<file path="src/rtl/jdq_pkg.sv">
// ----------------------------------------------------------------------------
// jdq_pkg
// Shared types and constants for the joystick direction quantizer.
// ----------------------------------------------------------------------------
package jdq_pkg;

	// widest configuration register (the two delay registers)
	localparam int CFG_BITS = 16;
	localparam int CFG_INDEX_BITS = 3;

	// register indexes on the configuration port
	localparam logic [CFG_INDEX_BITS-1:0] REG_REST_X = 3'd0;
	localparam logic [CFG_INDEX_BITS-1:0] REG_REST_Y = 3'd1;
	localparam logic [CFG_INDEX_BITS-1:0] REG_PRESS_THR = 3'd2;
	localparam logic [CFG_INDEX_BITS-1:0] REG_RELEASE_THR = 3'd3;
	localparam logic [CFG_INDEX_BITS-1:0] REG_DEBOUNCE = 3'd4;
	localparam logic [CFG_INDEX_BITS-1:0] REG_REPEAT = 3'd5;

	// register reset values
	localparam int RST_CENTER = 2730;
	localparam int RST_PRESS_THR = 800;
	localparam int RST_RELEASE_THR = 400;
	localparam logic [CFG_BITS-1:0] RST_DEBOUNCE = 16'd250;
	localparam logic [CFG_BITS-1:0] RST_REPEAT = 16'd500;

	// request kinds
	localparam logic REQ_POLL = 1'b0;
	localparam logic REQ_BUTTON = 1'b1;

	typedef enum logic [2:0] {
		DIR_REST   = 3'd0,
		DIR_WEST   = 3'd1,
		DIR_EAST   = 3'd2,
		DIR_NORTH  = 3'd3,
		DIR_SOUTH  = 3'd4,
		DIR_BUTTON = 3'd5
	} dir_t;

endpackage

</file>
<file path="src/rtl/jdq_cfg.sv">
// ----------------------------------------------------------------------------
// jdq_cfg
// Configuration register file: centres, thresholds and delays.
// ----------------------------------------------------------------------------
module jdq_cfg
	import jdq_pkg::*;
#(
	parameter int SAMPLE_BITS = 12
) (
	input  logic                      clk,
	input  logic                      arst_n,
	input  logic                      cfg_we,
	input  logic [CFG_INDEX_BITS-1:0] cfg_index,
	input  logic [CFG_BITS-1:0]       cfg_wdata,
	output logic [SAMPLE_BITS-1:0]    rest_x,
	output logic [SAMPLE_BITS-1:0]    rest_y,
	output logic [SAMPLE_BITS-1:0]    press_thr,
	output logic [SAMPLE_BITS-1:0]    release_thr,
	output logic [CFG_BITS-1:0]       debounce_ms,
	output logic [CFG_BITS-1:0]       repeat_ms
);

	logic [SAMPLE_BITS-1:0] rest_x_q;
	logic [SAMPLE_BITS-1:0] rest_y_q;
	logic [SAMPLE_BITS-1:0] press_thr_q;
	logic [SAMPLE_BITS-1:0] release_thr_q;
	logic [CFG_BITS-1:0]    debounce_q;
	logic [CFG_BITS-1:0]    repeat_q;
	logic [SAMPLE_BITS-1:0] wdata_sample;

	assign wdata_sample = cfg_wdata[SAMPLE_BITS-1:0];

	always_ff @(posedge clk or negedge arst_n) begin
		if (!arst_n) begin
			rest_x_q      <= SAMPLE_BITS'(RST_CENTER);
			rest_y_q      <= SAMPLE_BITS'(RST_CENTER);
			press_thr_q   <= SAMPLE_BITS'(RST_PRESS_THR);
			release_thr_q <= SAMPLE_BITS'(RST_RELEASE_THR);
			debounce_q    <= RST_DEBOUNCE;
			repeat_q      <= RST_REPEAT;
		end else if (cfg_we) begin
			unique case (cfg_index)
				REG_REST_X:      rest_x_q      <= wdata_sample;
				REG_REST_Y:      rest_y_q      <= wdata_sample;
				REG_PRESS_THR:   press_thr_q   <= wdata_sample;
				REG_RELEASE_THR: release_thr_q <= wdata_sample;
				REG_DEBOUNCE:    debounce_q    <= cfg_wdata;
				REG_REPEAT:      repeat_q      <= cfg_wdata;
				default: ;
			endcase
		end
	end

	assign rest_x      = rest_x_q;
	assign rest_y      = rest_y_q;
	assign press_thr   = press_thr_q;
	assign release_thr = release_thr_q;
	assign debounce_ms = debounce_q;
	assign repeat_ms   = repeat_q;

endmodule

</file>
<file path="src/rtl/jdq_classify.sv">
// ----------------------------------------------------------------------------
// jdq_classify
// Maps one X/Y sample pair to a direction, with press/release hysteresis.
// ----------------------------------------------------------------------------
module jdq_classify
	import jdq_pkg::*;
#(
	parameter int SAMPLE_BITS = 12
) (
	input  logic [SAMPLE_BITS-1:0] x_sample,
	input  logic [SAMPLE_BITS-1:0] y_sample,
	input  logic [SAMPLE_BITS-1:0] rest_x,
	input  logic [SAMPLE_BITS-1:0] rest_y,
	input  logic [SAMPLE_BITS-1:0] press_thr,
	input  logic [SAMPLE_BITS-1:0] release_thr,
	input  dir_t                   prev,
	output dir_t                   dir
);

	// two guard bits: sign plus headroom for centre + threshold
	localparam int SW = SAMPLE_BITS + 2;

	logic signed [SW-1:0] xs, ys, cxs, cys, pts, rts;
	logic signed [SW-1:0] dx, dy, ax, ay;
	logic x_lo_p, x_hi_p, x_lo_r, x_hi_r;
	logic y_lo_p, y_hi_p, y_lo_r, y_hi_r;
	logic near_centre;

	always_comb begin
		xs  = $signed({2'b00, x_sample});
		ys  = $signed({2'b00, y_sample});
		cxs = $signed({2'b00, rest_x});
		cys = $signed({2'b00, rest_y});
		pts = $signed({2'b00, press_thr});
		rts = $signed({2'b00, release_thr});

		dx = xs - cxs;
		dy = ys - cys;
		ax = (dx < 0) ? -dx : dx;
		ay = (dy < 0) ? -dy : dy;

		near_centre = (ax < rts) && (ay < rts);

		x_lo_p = xs < (cxs - pts);
		x_hi_p = xs > (cxs + pts);
		x_lo_r = xs < (cxs - rts);
		x_hi_r = xs > (cxs + rts);
		y_lo_p = ys < (cys - pts);
		y_hi_p = ys > (cys + pts);
		y_lo_r = ys < (cys - rts);
		y_hi_r = ys > (cys + rts);

		dir = DIR_REST;
		if (near_centre) begin
			dir = DIR_REST;
		end else if (ax > ay) begin
			if (x_lo_p) begin
				dir = DIR_WEST;
			end else if (x_hi_p) begin
				dir = DIR_EAST;
			end else if (prev == DIR_WEST && x_lo_r) begin
				dir = DIR_WEST;
			end else if (prev == DIR_EAST && x_hi_r) begin
				dir = DIR_EAST;
			end else if (prev == DIR_WEST || prev == DIR_EAST) begin
				dir = prev;
			end
		end else begin
			// a tie goes to the Y axis
			if (y_hi_p) begin
				dir = DIR_SOUTH;
			end else if (y_lo_p) begin
				dir = DIR_NORTH;
			end else if (prev == DIR_SOUTH && y_hi_r) begin
				dir = DIR_SOUTH;
			end else if (prev == DIR_NORTH && y_lo_r) begin
				dir = DIR_NORTH;
			end else if (prev == DIR_SOUTH || prev == DIR_NORTH) begin
				dir = prev;
			end
		end
	end

endmodule

</file>
<file path="src/rtl/joystick_direction_quantizer.sv">
// ----------------------------------------------------------------------------
// joystick_direction_quantizer
// Joystick poll/button requests in, one quantised direction result out.
// ----------------------------------------------------------------------------
//
//  channel  | handshake           | payload
//  ---------+---------------------+--------------------------------------------
//  request  | req_valid/req_stall | req_type, x_sample, y_sample, now_ms
//  result   | rsp_valid/rsp_stall | direction, event_fired, button_accepted
//  config   | cfg_we              | cfg_index, cfg_wdata
//
// one request per clock while the result is not stalled; a request passes
// the request register, then the result register with the state update
// direction, event timer and pending button are updated as a request moves
// into the result register, so the following request sees them at once
// reset clears the valid flags and block state and presets the configuration
// a stalled result holds the request register, which then stalls the input
//
module joystick_direction_quantizer
	import jdq_pkg::*;
#(
	parameter int SAMPLE_BITS = 12,
	parameter int TIME_BITS = 32
) (
	input  logic                      clk,
	input  logic                      arst_n,
	// request channel
	input  logic                      req_valid,
	output logic                      req_stall,
	input  logic                      req_type,
	input  logic [SAMPLE_BITS-1:0]    x_sample,
	input  logic [SAMPLE_BITS-1:0]    y_sample,
	input  logic [TIME_BITS-1:0]      now_ms,
	// result channel
	output logic                      rsp_valid,
	input  logic                      rsp_stall,
	output logic [2:0]                direction,
	output logic                      event_fired,
	output logic                      button_accepted,
	// configuration
	input  logic                      cfg_we,
	input  logic [CFG_INDEX_BITS-1:0] cfg_index,
	input  logic [CFG_BITS-1:0]       cfg_wdata
);

	logic [SAMPLE_BITS-1:0] rest_x, rest_y, press_thr, release_thr;
	logic [CFG_BITS-1:0]    debounce_ms, repeat_ms;

	// request register
	logic                   valid_s1;
	logic                   req_type_s1;
	logic [SAMPLE_BITS-1:0] x_s1, y_s1;
	logic [TIME_BITS-1:0]   now_s1;

	// block state
	dir_t                   last_dir_q;
	logic [TIME_BITS-1:0]   last_time_q;
	logic                   pending_q;

	// result register
	logic                   rsp_valid_q;
	dir_t                   dir_q;
	logic                   fired_q;
	logic                   accepted_q;

	logic                   advance;
	logic                   take_req;
	dir_t                   poll_dir;
	logic [TIME_BITS-1:0]   elapsed;
	logic                   past_input, past_repeat;

	dir_t                   dir_n, last_dir_n;
	logic                   fired_n, accepted_n, pending_n, stamp;

	jdq_cfg #(
		.SAMPLE_BITS(SAMPLE_BITS)
	) u_cfg (
		.clk         (clk),
		.arst_n      (arst_n),
		.cfg_we      (cfg_we),
		.cfg_index   (cfg_index),
		.cfg_wdata   (cfg_wdata),
		.rest_x      (rest_x),
		.rest_y      (rest_y),
		.press_thr   (press_thr),
		.release_thr (release_thr),
		.debounce_ms (debounce_ms),
		.repeat_ms   (repeat_ms)
	);

	jdq_classify #(
		.SAMPLE_BITS(SAMPLE_BITS)
	) u_classify (
		.x_sample    (x_s1),
		.y_sample    (y_s1),
		.rest_x      (rest_x),
		.rest_y      (rest_y),
		.press_thr   (press_thr),
		.release_thr (release_thr),
		.prev        (last_dir_q),
		.dir         (poll_dir)
	);

	assign advance   = valid_s1 && (!rsp_valid_q || !rsp_stall);
	assign take_req  = req_valid && !req_stall;
	assign req_stall = valid_s1 && !advance;

	// elapsed time wraps with the time stamp
	assign elapsed     = now_s1 - last_time_q;
	assign past_input  = elapsed > TIME_BITS'(debounce_ms);
	assign past_repeat = elapsed > TIME_BITS'(repeat_ms);

	always_comb begin
		dir_n      = last_dir_q;
		last_dir_n = last_dir_q;
		fired_n    = 1'b0;
		accepted_n = 1'b0;
		pending_n  = pending_q;
		stamp      = 1'b0;
		if (req_type_s1 == REQ_BUTTON) begin
			// debounce against the last recorded event
			if (past_input) begin
				pending_n  = 1'b1;
				accepted_n = 1'b1;
				stamp      = 1'b1;
			end
		end else if (pending_q) begin
			pending_n  = 1'b0;
			last_dir_n = DIR_BUTTON;
			dir_n      = DIR_BUTTON;
		end else begin
			last_dir_n = poll_dir;
			dir_n      = poll_dir;
			if (poll_dir != DIR_REST) begin
				if (last_dir_q == DIR_REST && past_input) begin
					stamp   = 1'b1;
					fired_n = 1'b1;
				end else if (poll_dir == last_dir_q && past_repeat) begin
					stamp   = 1'b1;
					fired_n = 1'b1;
				end
			end
		end
	end

	always_ff @(posedge clk or negedge arst_n) begin
		if (!arst_n) begin
			valid_s1 <= 1'b0;
		end else if (take_req) begin
			valid_s1 <= 1'b1;
		end else if (advance) begin
			valid_s1 <= 1'b0;
		end
	end

	always_ff @(posedge clk) begin
		if (take_req) begin
			req_type_s1 <= req_type;
			x_s1        <= x_sample;
			y_s1        <= y_sample;
			now_s1      <= now_ms;
		end
	end

	always_ff @(posedge clk or negedge arst_n) begin
		if (!arst_n) begin
			last_dir_q  <= DIR_REST;
			last_time_q <= '0;
			pending_q   <= 1'b0;
			rsp_valid_q <= 1'b0;
		end else begin
			if (advance) begin
				last_dir_q <= last_dir_n;
				pending_q  <= pending_n;
				if (stamp) begin
					last_time_q <= now_s1;
				end
				rsp_valid_q <= 1'b1;
			end else if (!rsp_stall) begin
				rsp_valid_q <= 1'b0;
			end
		end
	end

	always_ff @(posedge clk) begin
		if (advance) begin
			dir_q      <= dir_n;
			fired_q    <= fired_n;
			accepted_q <= accepted_n;
		end
	end

	assign rsp_valid       = rsp_valid_q;
	assign direction       = dir_q;
	assign event_fired     = fired_q;
	assign button_accepted = accepted_q;

endmodule
</file>
<file path="config.mk">
export PLATFORM = sky130hd
export DESIGN_NAME = joystick_direction_quantizer
export DESIGN_NICKNAME = d
export VERILOG_FILES = /design/src/rtl/jdq_pkg.sv /design/src/rtl/jdq_cfg.sv /design/src/rtl/jdq_classify.sv /design/src/rtl/joystick_direction_quantizer.sv
export SDC_FILE = /design/constraint.sdc
export NUM_CORES = 1
export LEC_CHECK = 0
export ABC_AREA = 1
export ABC_CLOCK_PERIOD_IN_PS = 5800
export CORE_UTILIZATION = 40
export DETAILED_ROUTE_END_ITERATION = 8
export DONT_BUFFER_PORTS = 1
export MAX_ROUTING_LAYER = met4
export SKIP_CTS_REPAIR_TIMING = 1
export SLEW_MARGIN = 0
export SYNTH_ARGS = -nofsm -noshare
export SYNTH_HDL_FRONTEND = slang
export SYNTH_SLANG_ARGS = --single-unit
</file>
<file path="constraint.sdc">
create_clock -name clk -period 5.8 [get_ports clk]
set_clock_uncertainty 0.1 [all_clocks]
set_input_delay 0.58 -clock clk [delete_from_list [all_inputs] [get_ports clk]]
set_output_delay 0.58 -clock clk [all_outputs]
set_load 0.1 [all_outputs]
</file>
; Yosys cells after proc, flatten, opt, wreduce, memory -nomap -nowiden
; Cells that the tools add are included.
[op_classes]
addsub = 13
magnitude_cmp = 15
eq_ne = 12
muxes = 28
n_reduce_logical = 29
[op_table]
columns = cell, n
row1 = $sub A12 B12 Y13, 6
row2 = $gt A32 B16 Y1, 2
row3 = $gt A13 B14 Y1, 4
row4 = $lt A13 B14 Y1, 4
row5 = $add A12 B12 Y13, 4
row6 = $mux W3, 14
row7 = $sub A32 B32 Y32, 1
row8 = $lt A14 B13 Y1, 2
row9 = $mux W14, 2
row10 = $neg A13 Y14, 2
row11 = $lt A13 B1 Y1 const B, 2
row12 = $reduce_and A2 Y1, 8
row13 = $gt A14 B14 Y1, 1
row14 = $eq A3 B2 Y1 const B, 4
row15 = $mux W1, 12
row16 = $logic_and A1 B1 Y1, 10
row17 = $eq A3 B3 Y1 const B, 3
row18 = $eq A3 B1 Y1 const B, 2
row19 = $logic_not A3 Y1, 2
row20 = $logic_not A1 Y1, 4
row21 = $ne A2 B1 Y1 const B, 2
row22 = $eq A3 B3 Y1, 1
row23 = $logic_or A1 B1 Y1, 3
row24 = $reduce_bool A3 Y1, 1
row25 = $reduce_bool A2 Y1, 1
[totals]
register_bits = 180
in_bits = 81
out_inout_bits = 7
word_cells = 115

; Longest topological paths before layout
; Gate-level depths: netlist (run 1).
[logic_depth]
depth_word = 17
depth_mapped = 38
depth_no_buf = 37

; Modules after synthesis
; From an unflattened synthesis (run 1), not the netlist that was laid out.
[unflattened]
cells_unflattened = 2249
hier_area_um2 = 16135.5
[by_module_without_submodules]
columns = module, instances, cells_per_inst, area_per_inst_um2, seq_area_each_um2
row1 = joystick_direction_quantizer, 1, 947, 7039.3, 2812.7
row2 = jdq_classify, 1, 942, 5898.2, 0.0
row3 = jdq_cfg, 1, 360, 3198.1, 2039.5

; Least setup slack after synthesis (run 1)
; Ideal clock, no wire load.
[synth_path]
path_kind = register to register
startpoint = register u_cfg.press_thr_q[2], in the netlist u_cfg.press_thr[2]
endpoint = register last_time_q[10]
setup_time_ns = 0.118
arrival_time_ns = 4.164
t_required_ns = 5.582
setup_slack_ns = 1.418
stages_incl_launch_ff = 39
path_buffers = 2
synth_period_minus_slack_ns = 4.382
cell_sequence = dfrtp_1 > inv_1 > ha_1 > clkbuf_1 > inv_1 > o21ai_0 > nand2_1 > a21oi_1 > o21bai_1 > a21oi_1 > o21bai_1 > nand2_1 > nand2_1 > a21oi_1 > o21ai_0 > a21oi_1 > xor2_1 > ha_1 > [... 3 more ...] > a21o_1 > a211oi_1 > nand2_1 > a21oi_1 > nand4_1 > nand2_1 > nand2_1 > inv_2 > nand2_1 > nand2_1 > nand2_1 > nand2_1 > nand2_2 > nand2_4 > nand2_4 > buf_6 > nand2_1 > nand2_1
[synth_between]
elab_chain_len = 14
elab_cells_between_ends = 23
classes_between = add/sub (4) / order compare (4) / eq/ne (1) / mux (11) / reduce/logical (3)
[synth_lines]
columns = element, line
row1 = start: declaration, jdq_cfg.sv:25  ; logic [SAMPLE_BITS-1:0] press_thr_q;
row2 = start signal: assignment, jdq_cfg.sv:37  ; press_thr_q <= SAMPLE_BITS'(RST_PRESS_THR);
row3 = start signal: assignment, jdq_cfg.sv:45  ; REG_PRESS_THR: press_thr_q <= wdata_sample;
row4 = $sub A12 B12 Y13 or $add A12 B12 Y13 (tied branches), "jdq_classify.sv:48, jdq_classify.sv:45"
row5 = $lt A13 B14 Y1 or $gt A13 B14 Y1 (tied branches), "jdq_classify.sv:48, jdq_classify.sv:45"
row6 = $mux W3 (on tied branches), "jdq_classify.sv:72, jdq_classify.sv:59"
row7 = $mux W3 (on tied branches), "jdq_classify.sv:70, jdq_classify.sv:57"
row8 = $mux W3 *, jdq_classify.sv:56  ; end else if (ax > ay) begin
row9 = $mux W3 *, jdq_classify.sv:54  ; if (near_centre) begin
row10 = $eq A3 B3 Y1, joystick_direction_quantizer.sv:138  ; end else if (poll_dir == last_dir_q && past_repeat) begin
row11 = $logic_and A1 B1 Y1, joystick_direction_quantizer.sv:138
row12 = $mux W1, joystick_direction_quantizer.sv:138
row13 = $mux W1, joystick_direction_quantizer.sv:135  ; if (last_dir_q == DIR_REST && past_input) begin
row14 = $mux W1 * (2 in a row), --
row15 = $mux W1 *, joystick_direction_quantizer.sv:120  ; if (req_type_s1 == REQ_BUTTON) begin
row16 = $reduce_and A2 Y1 (no line) *, --
row17 = end signal: assignment, joystick_direction_quantizer.sv:176  ; last_time_q <= now_s1;
row18 = end: declaration, joystick_direction_quantizer.sv:57  ; logic [TIME_BITS-1:0] last_time_q;
; Every way passes the cells marked *; elsewhere a longest branch is shown, timed or not.
; A chain may end at the register's enable or synchronous reset.

; Worst setup path in the final report (run 1)
[layout_path]
startpoint = register u_cfg.press_thr_q[2], in the netlist u_cfg.press_thr[2]
endpoint = register last_time_q[27]
; The elaborated chain is that of the path after synthesis.

==> results of run 1 <==
## layer usage
metal	routed length [µm]	part of all wire, %	up-vias	track usage, %
met3	954	2.4	66	2.42
met5	0	0	-	-
met4	1370	3.5	0	8.57
met1	17700	45	5732	26.2
met2	19600	49	200	37.6
li1	-	-	6334	-
## kinds of logic (layout without fill, tap and decap cells)
logic type,count (synthesis),in the layout,share of synthesized area (%)
AOI/OAI and AO/OA,337,337,12.8
and+or+nand+nor,746,746,21.4
DFF,180,180,32.5
buffers and inverters,345,354,8.91
other,2,3,0.0503
adders and majority gates,227,227,19.4
xor gates and xnor gates,85,85,4.99
## through the flow
| stage | instances | utilization, % |
|---|---|---|
| 2_1_floorplan | 1922 | - |
| 4_1_cts | 2398 | 43.5 |
| 3_3_place_gp | 2366 | 42.0 |
| 6_report | 2400 | 43.7 |
| 3_5_place_dp | 2366 | 42.0 |
| 5_1_grt | 2400 | 43.7 |
## area by class of cell
cell class	count	area [µm²]	area share (%)
diodes	1	2.50	0.0156
clock inverters	11	86.3	0.539
clock buffers	21	482	3.01
well taps	468	586	3.66
repair buffers	5	65.1	0.406
multi-input cells	1397	8760	54.7
inverters	317	1190	7.43
flip-flops and latches	180	4850	30.3
## registers in the layout, summed over array words and instances, names as in the netlist, 12 cells and up
name and flops:
now_s1 32, u_cfg.release_thr 12, u_cfg.debounce_ms 16, u_cfg.rest_y 12, u_cfg.repeat_ms 16, last_time_q 32, x_s1 12, u_cfg.rest_x 12
u_cfg.press_thr 12, y_s1 12
## cell usage in the layout (no fill, tap or decap), types with 5 or more instances in the layout
cell | netlist | routed
nor2_1 | 114 | 113
o21a_1 | 11 | 11
xor2_1 | 69 | 69
a21oi_1 | 134 | 134
inv_1 | 308 | 306
ha_1 | 220 | 219
a21o_1 | 7 | 7
nand2_1 | 442 | 442
nand3b_1 | 6 | 6
a211oi_1 | 8 | 8
fa_1 | 7 | 7
inv_2 | 8 | 10
o21ai_0 | 122 | 122
nand4_1 | 41 | 41
nand2_2 | 8 | 8
clkbuf_16 | 0 | 18
a31oi_1 | 8 | 8
dfstp_2 | 30 | 30
nor3_1 | 14 | 14
nand3_2 | 6 | 6
o21bai_1 | 19 | 19
edfxtp_1 | 62 | 62
and2_1 | 5 | 5
dfrtp_1 | 88 | 88
o221ai_1 | 6 | 6
xnor2_1 | 16 | 16
nand3_1 | 95 | 95
## how the worst max path moves through the flow
stage,start,end,cells after the start,slack (ps)
2_1_floorplan,u_cfg.press_thr[2],last_time_q[10],38,1420
3_3_place_gp,u_cfg.rest_y[9],last_time_q[31],28,600
3_5_place_dp,u_cfg.press_thr[1],last_time_q[11],36,530
4_1_cts,u_cfg.press_thr[1],last_time_q[27],36,490
5_1_grt,u_cfg.press_thr[1],last_time_q[27],36,2
6_report,u_cfg.press_thr[2],last_time_q[27],36,640
## worst max-delay path, delay by kind of cell (launching register included)
kind                       cells  cell delay (ps)
adders and majority gates      2              730
buffers and inverters          4              480
DFF                            1              410
and+or+nand+nor               18             1600
xor gates and xnor gates       1               90
AOI/OAI and AO/OA             11             1680
## power by group through the flow
| stage | Combinational [mW] | Clock, mW | Sequential [mW] |
|---|---|---|---|
| global placement | 4.84 | 0 | 1.93 |
| floorplan | 3.76 | 0 | 1.85 |
| global route | 5.73 | 1.22 | 1.95 |
| finish | 5.00 | 1.14 | 1.91 |
| CTS | 4.99 | 1.17 | 1.91 |
| detailed placement | 4.95 | 0 | 1.93 |
==> flow_summary.yaml, run 1 <==
global_route:
  pin_count_of_the_biggest_net_entering_global_routing: 119
  gr-total-overflow: 0
  antenna_found_initial: 2
  first_global_vias: 12104
  gr-usage-all-layers_pct: 21.9
  grt_pass1_wl_um: 63100
timing:
  final_worst_path_period_need_ps: 5160
  setup_viol: 0
  rsz0062_at_grt: "no"
  timing.hold.ws_ps: -30.1
  slew_viol_final: 0
  pin_slew_with_the_least_headroom_to_its_limit_ps: 1060
  final.period_utilization_pct: 89.0
  final_sum_of_negative_setup_slack_ps: 0
  relSlewSlack_pct: 29.0
  setup_slack_ps: 635
  timing.fmax_mhz: 194
  final-hold-violation-count: 26
worst_setup_path:
  critPathArrivalTime_ps: 5450
  timing.critical_path.to_type: "flip-flop"
  cell_type_of_the_slowest_stage_on_the_worst_timing_path: "ha_2"
  critical_path_peak_fanout: 24
  startpoint_type: "flip-flop"
  flop2flop_setup_slack_ps: 640
  critical-path-max-stage-delay_ps: 430
  timing.rr.start: "u_cfg.press_thr[2]"
  worstRegToRegCells: 36
  critPathKind: "flip-flop to flip-flop"
  critical-path-top-cell-by-count: "nand2_1"
  cp_data_required_time_ps: 6080
  r2r-end: "last_time_q[27]"
cts:
  clockBufferDepth: 2
  tritoncts: "yes"
  clk_pin_slew_ps: 70
  cts_max_level: 4
  cts.sink_count: 180
  library_cell_used_as_clock_root_buffer: "clkbuf_16"
  source_to_sink_clock_delay_at_the_later_pin_of_the_worst_skew_pair_ps: 450
  tritoncts.num_buffers: 17
job:
  cap_violations: 0
cells_and_area:
  final_cell_area_um2: 16000
  drive_gt1_share_pct: 5.39
  layout.filler_cells: 3709
  number_of_nets_in_the_final_layout: 2226
  flow.area_growth_from_synthesis_pct: 7.34
floorplanning:
  initial_utilization_pct: 40.7
  fp.dieH_um: 195
  num_io_pins: 88
  core_um2: 36700
  placement_rows: 70
  die-width_um: 195
  die_area_um2: 38100
power:
  power.static_leakage_nw: 8.02
  seq_power_share_pct: 23.7
  pwr-share-comb_pct: 62.1
  netSwitchingFraction_pct: 48.9
  netSwitchingPower_mw: 3.94
  p_total_mw: 8.05
  power.clock.fraction_pct: 14.2
  irDropWorstVdd_mv: 0.259
  internal-power_mw: 4.12
  power.density_nw_per_um2: 503
drt:
  routed_via_density: 5.14
  first_pass_iters: 5
  vias: 12332
  wl_per_cell_um: 16.5
  route.detailed.drc: 0
  totalWireLength_um: 39700
  drtAntennaViolNets: 0
  drtIter0Drc: 689
placed_design:
  post_dp_cell_area_um2: 15400
  dp_hpwl_um: 32400
  dpl_worst_slack_ps: 534
  port_buffers: 0
  gpl.final_weighted_congestion: 0.933
synth:
  synth_top_cell_by_area: "ha_1"
  number_of_warning_messages_in_the_yosys_log: 0
  yosys.area.top_type_share_pct: 18.4
  ys.flop_type: "dfrtp_1"
  number_of_enable_flip_flop_cells_after_synthesis: 62
  syn_nets: 2230
  synth_sequential_area_ratio_pct: 32.5
  postSynthAreaPerCell_um2: 7.77
  synth_seq_cells: 180
  post_synth_main_area_contributors: "ha_1, dfrtp_1, edfxtp_1"
  syn-instance-count: 1922
  syn-cell-area_um2: 14900
  synthArstFlopShare_pct: 65.6
  yosysMostFrequentCell: "nand2_1"
  synth_top_cells_by_count: "nand2_1, inv_1, ha_1, a21oi_1, o21ai_0"
  synth.lib_cells_used.distinct: 51
hold_path:
  hold_path_class: "input pin to async pin"
outcome:
  violations: "hold timing"
  status: "finished with violations"
Power figures use the tool's default switching activity.
==> run 2: changes to the inputs <==
==> constraint.sdc (replaced) <==
create_clock -name clk -period 5.8 [get_ports clk]
set_clock_uncertainty 0.1 [all_clocks]
set_input_delay 1.16 -clock clk [delete_from_list [all_inputs] [get_ports clk]]
set_output_delay 1.16 -clock clk [all_outputs]
set_load 0.1 [all_outputs]
==> flow_summary.yaml, run 2 (same netlist as run 1, synthesis figures left out) <==
drt:
  route.detailed.drc: 0
  wl_per_cell_um: 16.6
  routed_via_density: 5.16
  drtIter0Drc: 627
  first_pass_iters: 4
  totalWireLength_um: 39800
  vias: 12383
  drtAntennaViolNets: 0
cells_and_area:
  layout_top_registers: "last_time_q (32), now_s1 (32)"
  drive_gt1_share_pct: 5.34
  layout.cells.most_common_list: "nand2_1, inv_1, ha_1, a21oi_1, o21ai_0"
  flow.area_growth_from_synthesis_pct: 7.19
  final_common_cell: "nand2_1"
  number_of_nets_in_the_final_layout: 2225
  finish.cell_count_without_fillers: 2400
  layout.filler_cells: 3633
placed_design:
  dp_hpwl_um: 32300
  port_buffers: 0
  placedCellCount: 2366
  gpl.final_weighted_congestion: 0.927
global_route:
  first_global_vias: 12241
  grt_pass1_wl_um: 63500
  pin_count_of_the_biggest_net_entering_global_routing: 119
  gr-usage-all-layers_pct: 22.0
  antenna_found_initial: 3
  gr-total-overflow: 0
power:
  power.static_leakage_nw: 8.00
  internal-power_mw: 4.11
  pwr-share-comb_pct: 61.7
  power.density_nw_per_um2: 504
  irDropWorstVdd_mv: 0.266
  power.clock.fraction_pct: 14.6
  netSwitchingPower_mw: 3.95
  seq_power_share_pct: 23.7
  netSwitchingFraction_pct: 49.0
worst_setup_path:
  startpoint_type: "flip-flop"
  critPathArrivalTime_ps: 5540
  timing.critical_path.to_type: "flip-flop"
  critical_path_peak_fanout: 24
  cp_data_required_time_ps: 6080
  critPathKind: "flip-flop to flip-flop"
hold_path:
  hold_path_class: "input pin to async pin"
floorplanning:
  placement_rows: 70
  fp.dieH_um: 195
  initial_utilization_pct: 40.7
  core_um2: 36700
  die-width_um: 195
  die_area_um2: 38100
  num_io_pins: 88
timing:
  timing.fmax_mhz: 190
  setup_viol: 0
  final.period_utilization_pct: 90.6
  slew_viol_final: 0
  final_worst_path_period_need_ps: 5260
  final_sum_of_negative_setup_slack_ps: 0
  relSlewSlack_pct: 29.4
  pin_slew_with_the_least_headroom_to_its_limit_ps: 1060
  rsz0062_at_grt: "no"
  final-hold-violation-count: 0
cts:
  cts.sink_count: 180
  clockBufferDepth: 2
  source_to_sink_clock_delay_at_the_later_pin_of_the_worst_skew_pair_ps: 440
  tritoncts: "yes"
  clk_pin_slew_ps: 80
  tritoncts.num_buffers: 17
  library_cell_used_as_clock_root_buffer: "clkbuf_16"
  cts_max_level: 4
job:
  cap_violations: 0
outcome:
  status: "finished, final reports clean"
## run 2: per-stage QoR
step / setup slack, ps / utilization [%] / area, µm² / hold WS, ps / power, mW
2_1_floorplan: 1420 / - / 14900 / 342 / 5.61
3_3_place_gp: 558 / 42.0 / 15400 / 353 / 6.76
3_5_place_dp: 503 / 42.0 / 15400 / 359 / 6.87
4_1_cts: 460 / 43.5 / 16000 / 293 / 8.08
5_1_grt: 46.7 / 43.6 / 16000 / 286 / 8.89
6_report: 543 / 43.6 / 16000 / 307 / 8.06
## run 2: routing by layer
| metal | vias up | wire length (µm) | part of all wire (%) | GRT usage [%] |
|---|---|---|---|---|
| li1 | 6334 | - | - | - |
| met1 | 5772 | 17700 | 44 | 26.5 |
| met2 | 211 | 19700 | 49 | 37.8 |
| met3 | 66 | 1140 | 2.9 | 2.16 |
| met4 | 0 | 1310 | 3.3 | 8.84 |
| met5 | - | 0 | 0 | - |
## run 2: final timing paths
kind,start,end,slack [ps],cells past startpoint
min in group clk,last_time_q[16],last_time_q[16],370,2
max in group asynchronous,arst_n,u_cfg.rest_x[5],4980,0
worst max register to register,u_cfg.rest_y[9],last_time_q[24],540,27
worst min-delay path,arst_n,last_time_q[16],310,0
worst max-delay path,u_cfg.rest_y[9],last_time_q[24],540,27
worst min register to register,last_time_q[16],last_time_q[16],370,2
## run 2: area by class of cell
class / instances / area (µm²) / area share, %
antenna: 2 / 5.00 / 0.0313
multi-input combinational: 1397 / 8760 / 54.7
clock inverter: 14 / 146 / 0.915
timing repair buffer: 4 / 33.8 / 0.211
tap: 468 / 586 / 3.66
inverter: 317 / 1190 / 7.44
sequential: 180 / 4850 / 30.3
clock buffer: 18 / 429 / 2.68
## run 2: power groups by stage
stage	Combinational (mW)	Clock, mW	Sequential (mW)
6_report	4.97	1.18	1.91
5_1_grt	5.70	1.24	1.95
4_1_cts	4.97	1.20	1.91
3_5_place_dp	4.94	0	1.93
3_3_place_gp	4.83	0	1.93
2_1_floorplan	3.76	0	1.85
## run 2: worst max-delay path, stage by stage (launching register included)
cell,delay [ps]
dfstp_2,580
inv_1,70
ha_1,350
a21oi_1,220
nor2_1,60
a211oi_1,280
nand2_1,180
or2_2,310
xor2_1,340
inv_1,90
ha_1,310
a21oi_1,190
o221ai_1,140
a21oi_1,160
nor2_1,60
o211a_1,190
nor2_1,150
nand3_2,220
nand4_1,160
nand3_1,80
nor2_1,100
nand2_1,50
nand2_1,70
nand2_2,70
nand2_4,150
buf_6,250
nand3_1,100
nand2_1,120
==> run 3: changes to the inputs <==
==> constraint.sdc (replaced) <==
create_clock -name clk -period 5.8 [get_ports clk]
set_clock_uncertainty 0.1 [all_clocks]
set_input_delay 0.87 -clock clk [delete_from_list [all_inputs] [get_ports clk]]
set_output_delay 0.87 -clock clk [all_outputs]
set_load 0.1 [all_outputs]
==> flow_summary.yaml, run 3 (same netlist as run 1, synthesis figures left out) <==
global_route:
  grt_pass1_wl_um: 63100
  gr-total-overflow: 0
  first_global_vias: 12104
  pin_count_of_the_biggest_net_entering_global_routing: 119
  antenna_found_initial: 2
  gr-usage-all-layers_pct: 21.9
worst_setup_path:
  r2r-end: "last_time_q[27]"
  cell_type_of_the_slowest_stage_on_the_worst_timing_path: "dfstp_2"
  startpoint_type: "flip-flop"
  cp_data_required_time_ps: 6080
  flop2flop_setup_slack_ps: 630
  worstRegToRegCells: 28
  critical-path-max-stage-delay_ps: 590
  critical-path-top-cell-by-count: "nand2_1"
  worstSetupEndpoint: "last_time_q[27]"
  critPathKind: "flip-flop to flip-flop"
  timing.rr.start: "u_cfg.rest_y[9]"
  critPathArrivalTime_ps: 5450
  timing.critical_path.to_type: "flip-flop"
  critPathLaunch: "u_cfg.rest_y[9]"
  critical_path_peak_fanout: 24
floorplanning:
  initial_utilization_pct: 40.7
  placement_rows: 70
  die-width_um: 195
  fp.dieH_um: 195
  num_io_pins: 88
  core_um2: 36700
  die_area_um2: 38100
timing:
  final_sum_of_negative_setup_slack_ps: 0
  relSlewSlack_pct: 29.0
  rsz0062_at_grt: "no"
  setup_slack_ps: 631
  final-hold-violation-count: 0
  pin_slew_with_the_least_headroom_to_its_limit_ps: 1060
  setup_viol: 0
  slew_viol_final: 0
  timing.fmax_mhz: 193
  final_worst_path_period_need_ps: 5170
  final.period_utilization_pct: 89.1
drt:
  totalWireLength_um: 40000
  route.detailed.drc: 0
  drtIter0Drc: 666
  wl_per_cell_um: 16.6
  first_pass_iters: 5
  vias: 12344
  drtAntennaViolNets: 0
  routed_via_density: 5.14
cells_and_area:
  flow.area_growth_from_synthesis_pct: 7.42
  layout_top_registers: "last_time_q (32), now_s1 (32)"
  final_cell_area_um2: 16000
  number_of_nets_in_the_final_layout: 2228
  layout.filler_cells: 3708
  final_common_cell: "nand2_1"
  layout.cells.most_common_list: "nand2_1, inv_1, ha_1, a21oi_1, o21ai_0"
  drive_gt1_share_pct: 5.38
placed_design:
  port_buffers: 0
  post_dp_cell_area_um2: 15400
  gpl.final_weighted_congestion: 0.933
  dpl_worst_slack_ps: 534
  dp_hpwl_um: 32400
outcome:
  status: "finished, final reports clean"
power:
  power.density_nw_per_um2: 501
  p_total_mw: 8.04
  power.static_leakage_nw: 8.03
  irDropWorstVdd_mv: 0.259
cts:
  tritoncts.num_buffers: 17
  cts_max_level: 4
  tritoncts: "yes"
  clk_pin_slew_ps: 70
  cts.sink_count: 180
  source_to_sink_clock_delay_at_the_later_pin_of_the_worst_skew_pair_ps: 450
  clockBufferDepth: 2
  library_cell_used_as_clock_root_buffer: "clkbuf_16"
job:
  cap_violations: 0
hold_path:
  hold_path_class: "input pin to async pin"
run 3: cell count changes in the layout (fill, tap and decap cells not counted), sizes merged:
cell         delta
buf             +1
bufinv          -1
clkbuf          +3
clkinv          +1
clkinvlp        -3
diode           -1
dlygate4sd3     +2
run 3: how the worst min path moves through the flow:
stage / depth (start not counted) / endpoint / slack (ps)
after detailed placement: 2 / last_time_q[1] / 360
final: 0 / last_time_q[4] / 30
after CTS: 0 / last_time_q[15] / 2
after global routing: 0 / last_time_q[4] / 3
after global placement: 2 / last_time_q[8] / 350
after floorplan: 2 / last_time_q[10] / 340
run 3: critical path: cells and delay by family, from the launching register on:
kind            cells  cell delay [ps]
flops               1              590
buf+inv             4              650
fa+ha+maj           2              640
simple gates       16             1720
xor+xnor            1              340
compound gates      5             1050
run 3: metal layers:
layer / up-vias / routed length (µm) / GRT usage (%)
li1: 6334 / - / -
met1: 5756 / 17900 / 26.2
met2: 189 / 19800 / 37.6
met3: 65 / 956 / 2.42
met4: 0 / 1370 / 8.57
met5: - / 0 / -
run 3: power by group:
part | switching, mW | leakage, nW | internal, mW | total, mW
registers | 0.283 | 2.01 | 1.63 | 1.91
logic | 3.11 | 5.74 | 1.88 | 4.99
clock network | 0.536 | 0.281 | 0.605 | 1.14
total | 3.92 | 8.03 | 4.12 | 8.04
run 3: final cells by class:
cell class,count,area [µm²],share of cell area [%]
diodes,1,2.50,0.0156
clock inverters,11,86.3,0.538
flip-flops and latches,180,4850,30.3
inverters,317,1190,7.42
clock buffers,21,482,3.00
well taps,468,586,3.65
multi-input cells,1397,8760,54.6
repair buffers,7,77.6,0.484
run 3: metrics by stage:
stage / std cells / utilization [%] / hold slack (ps)
after detailed placement: 2366 / 42.0 / 359
final: 2402 / 43.7 / 29.2
after CTS: 2398 / 43.5 / 1.91
after global routing: 2402 / 43.7 / 2.54
after global placement: 2366 / 42.0 / 354
after floorplan: 1922 / - / 342
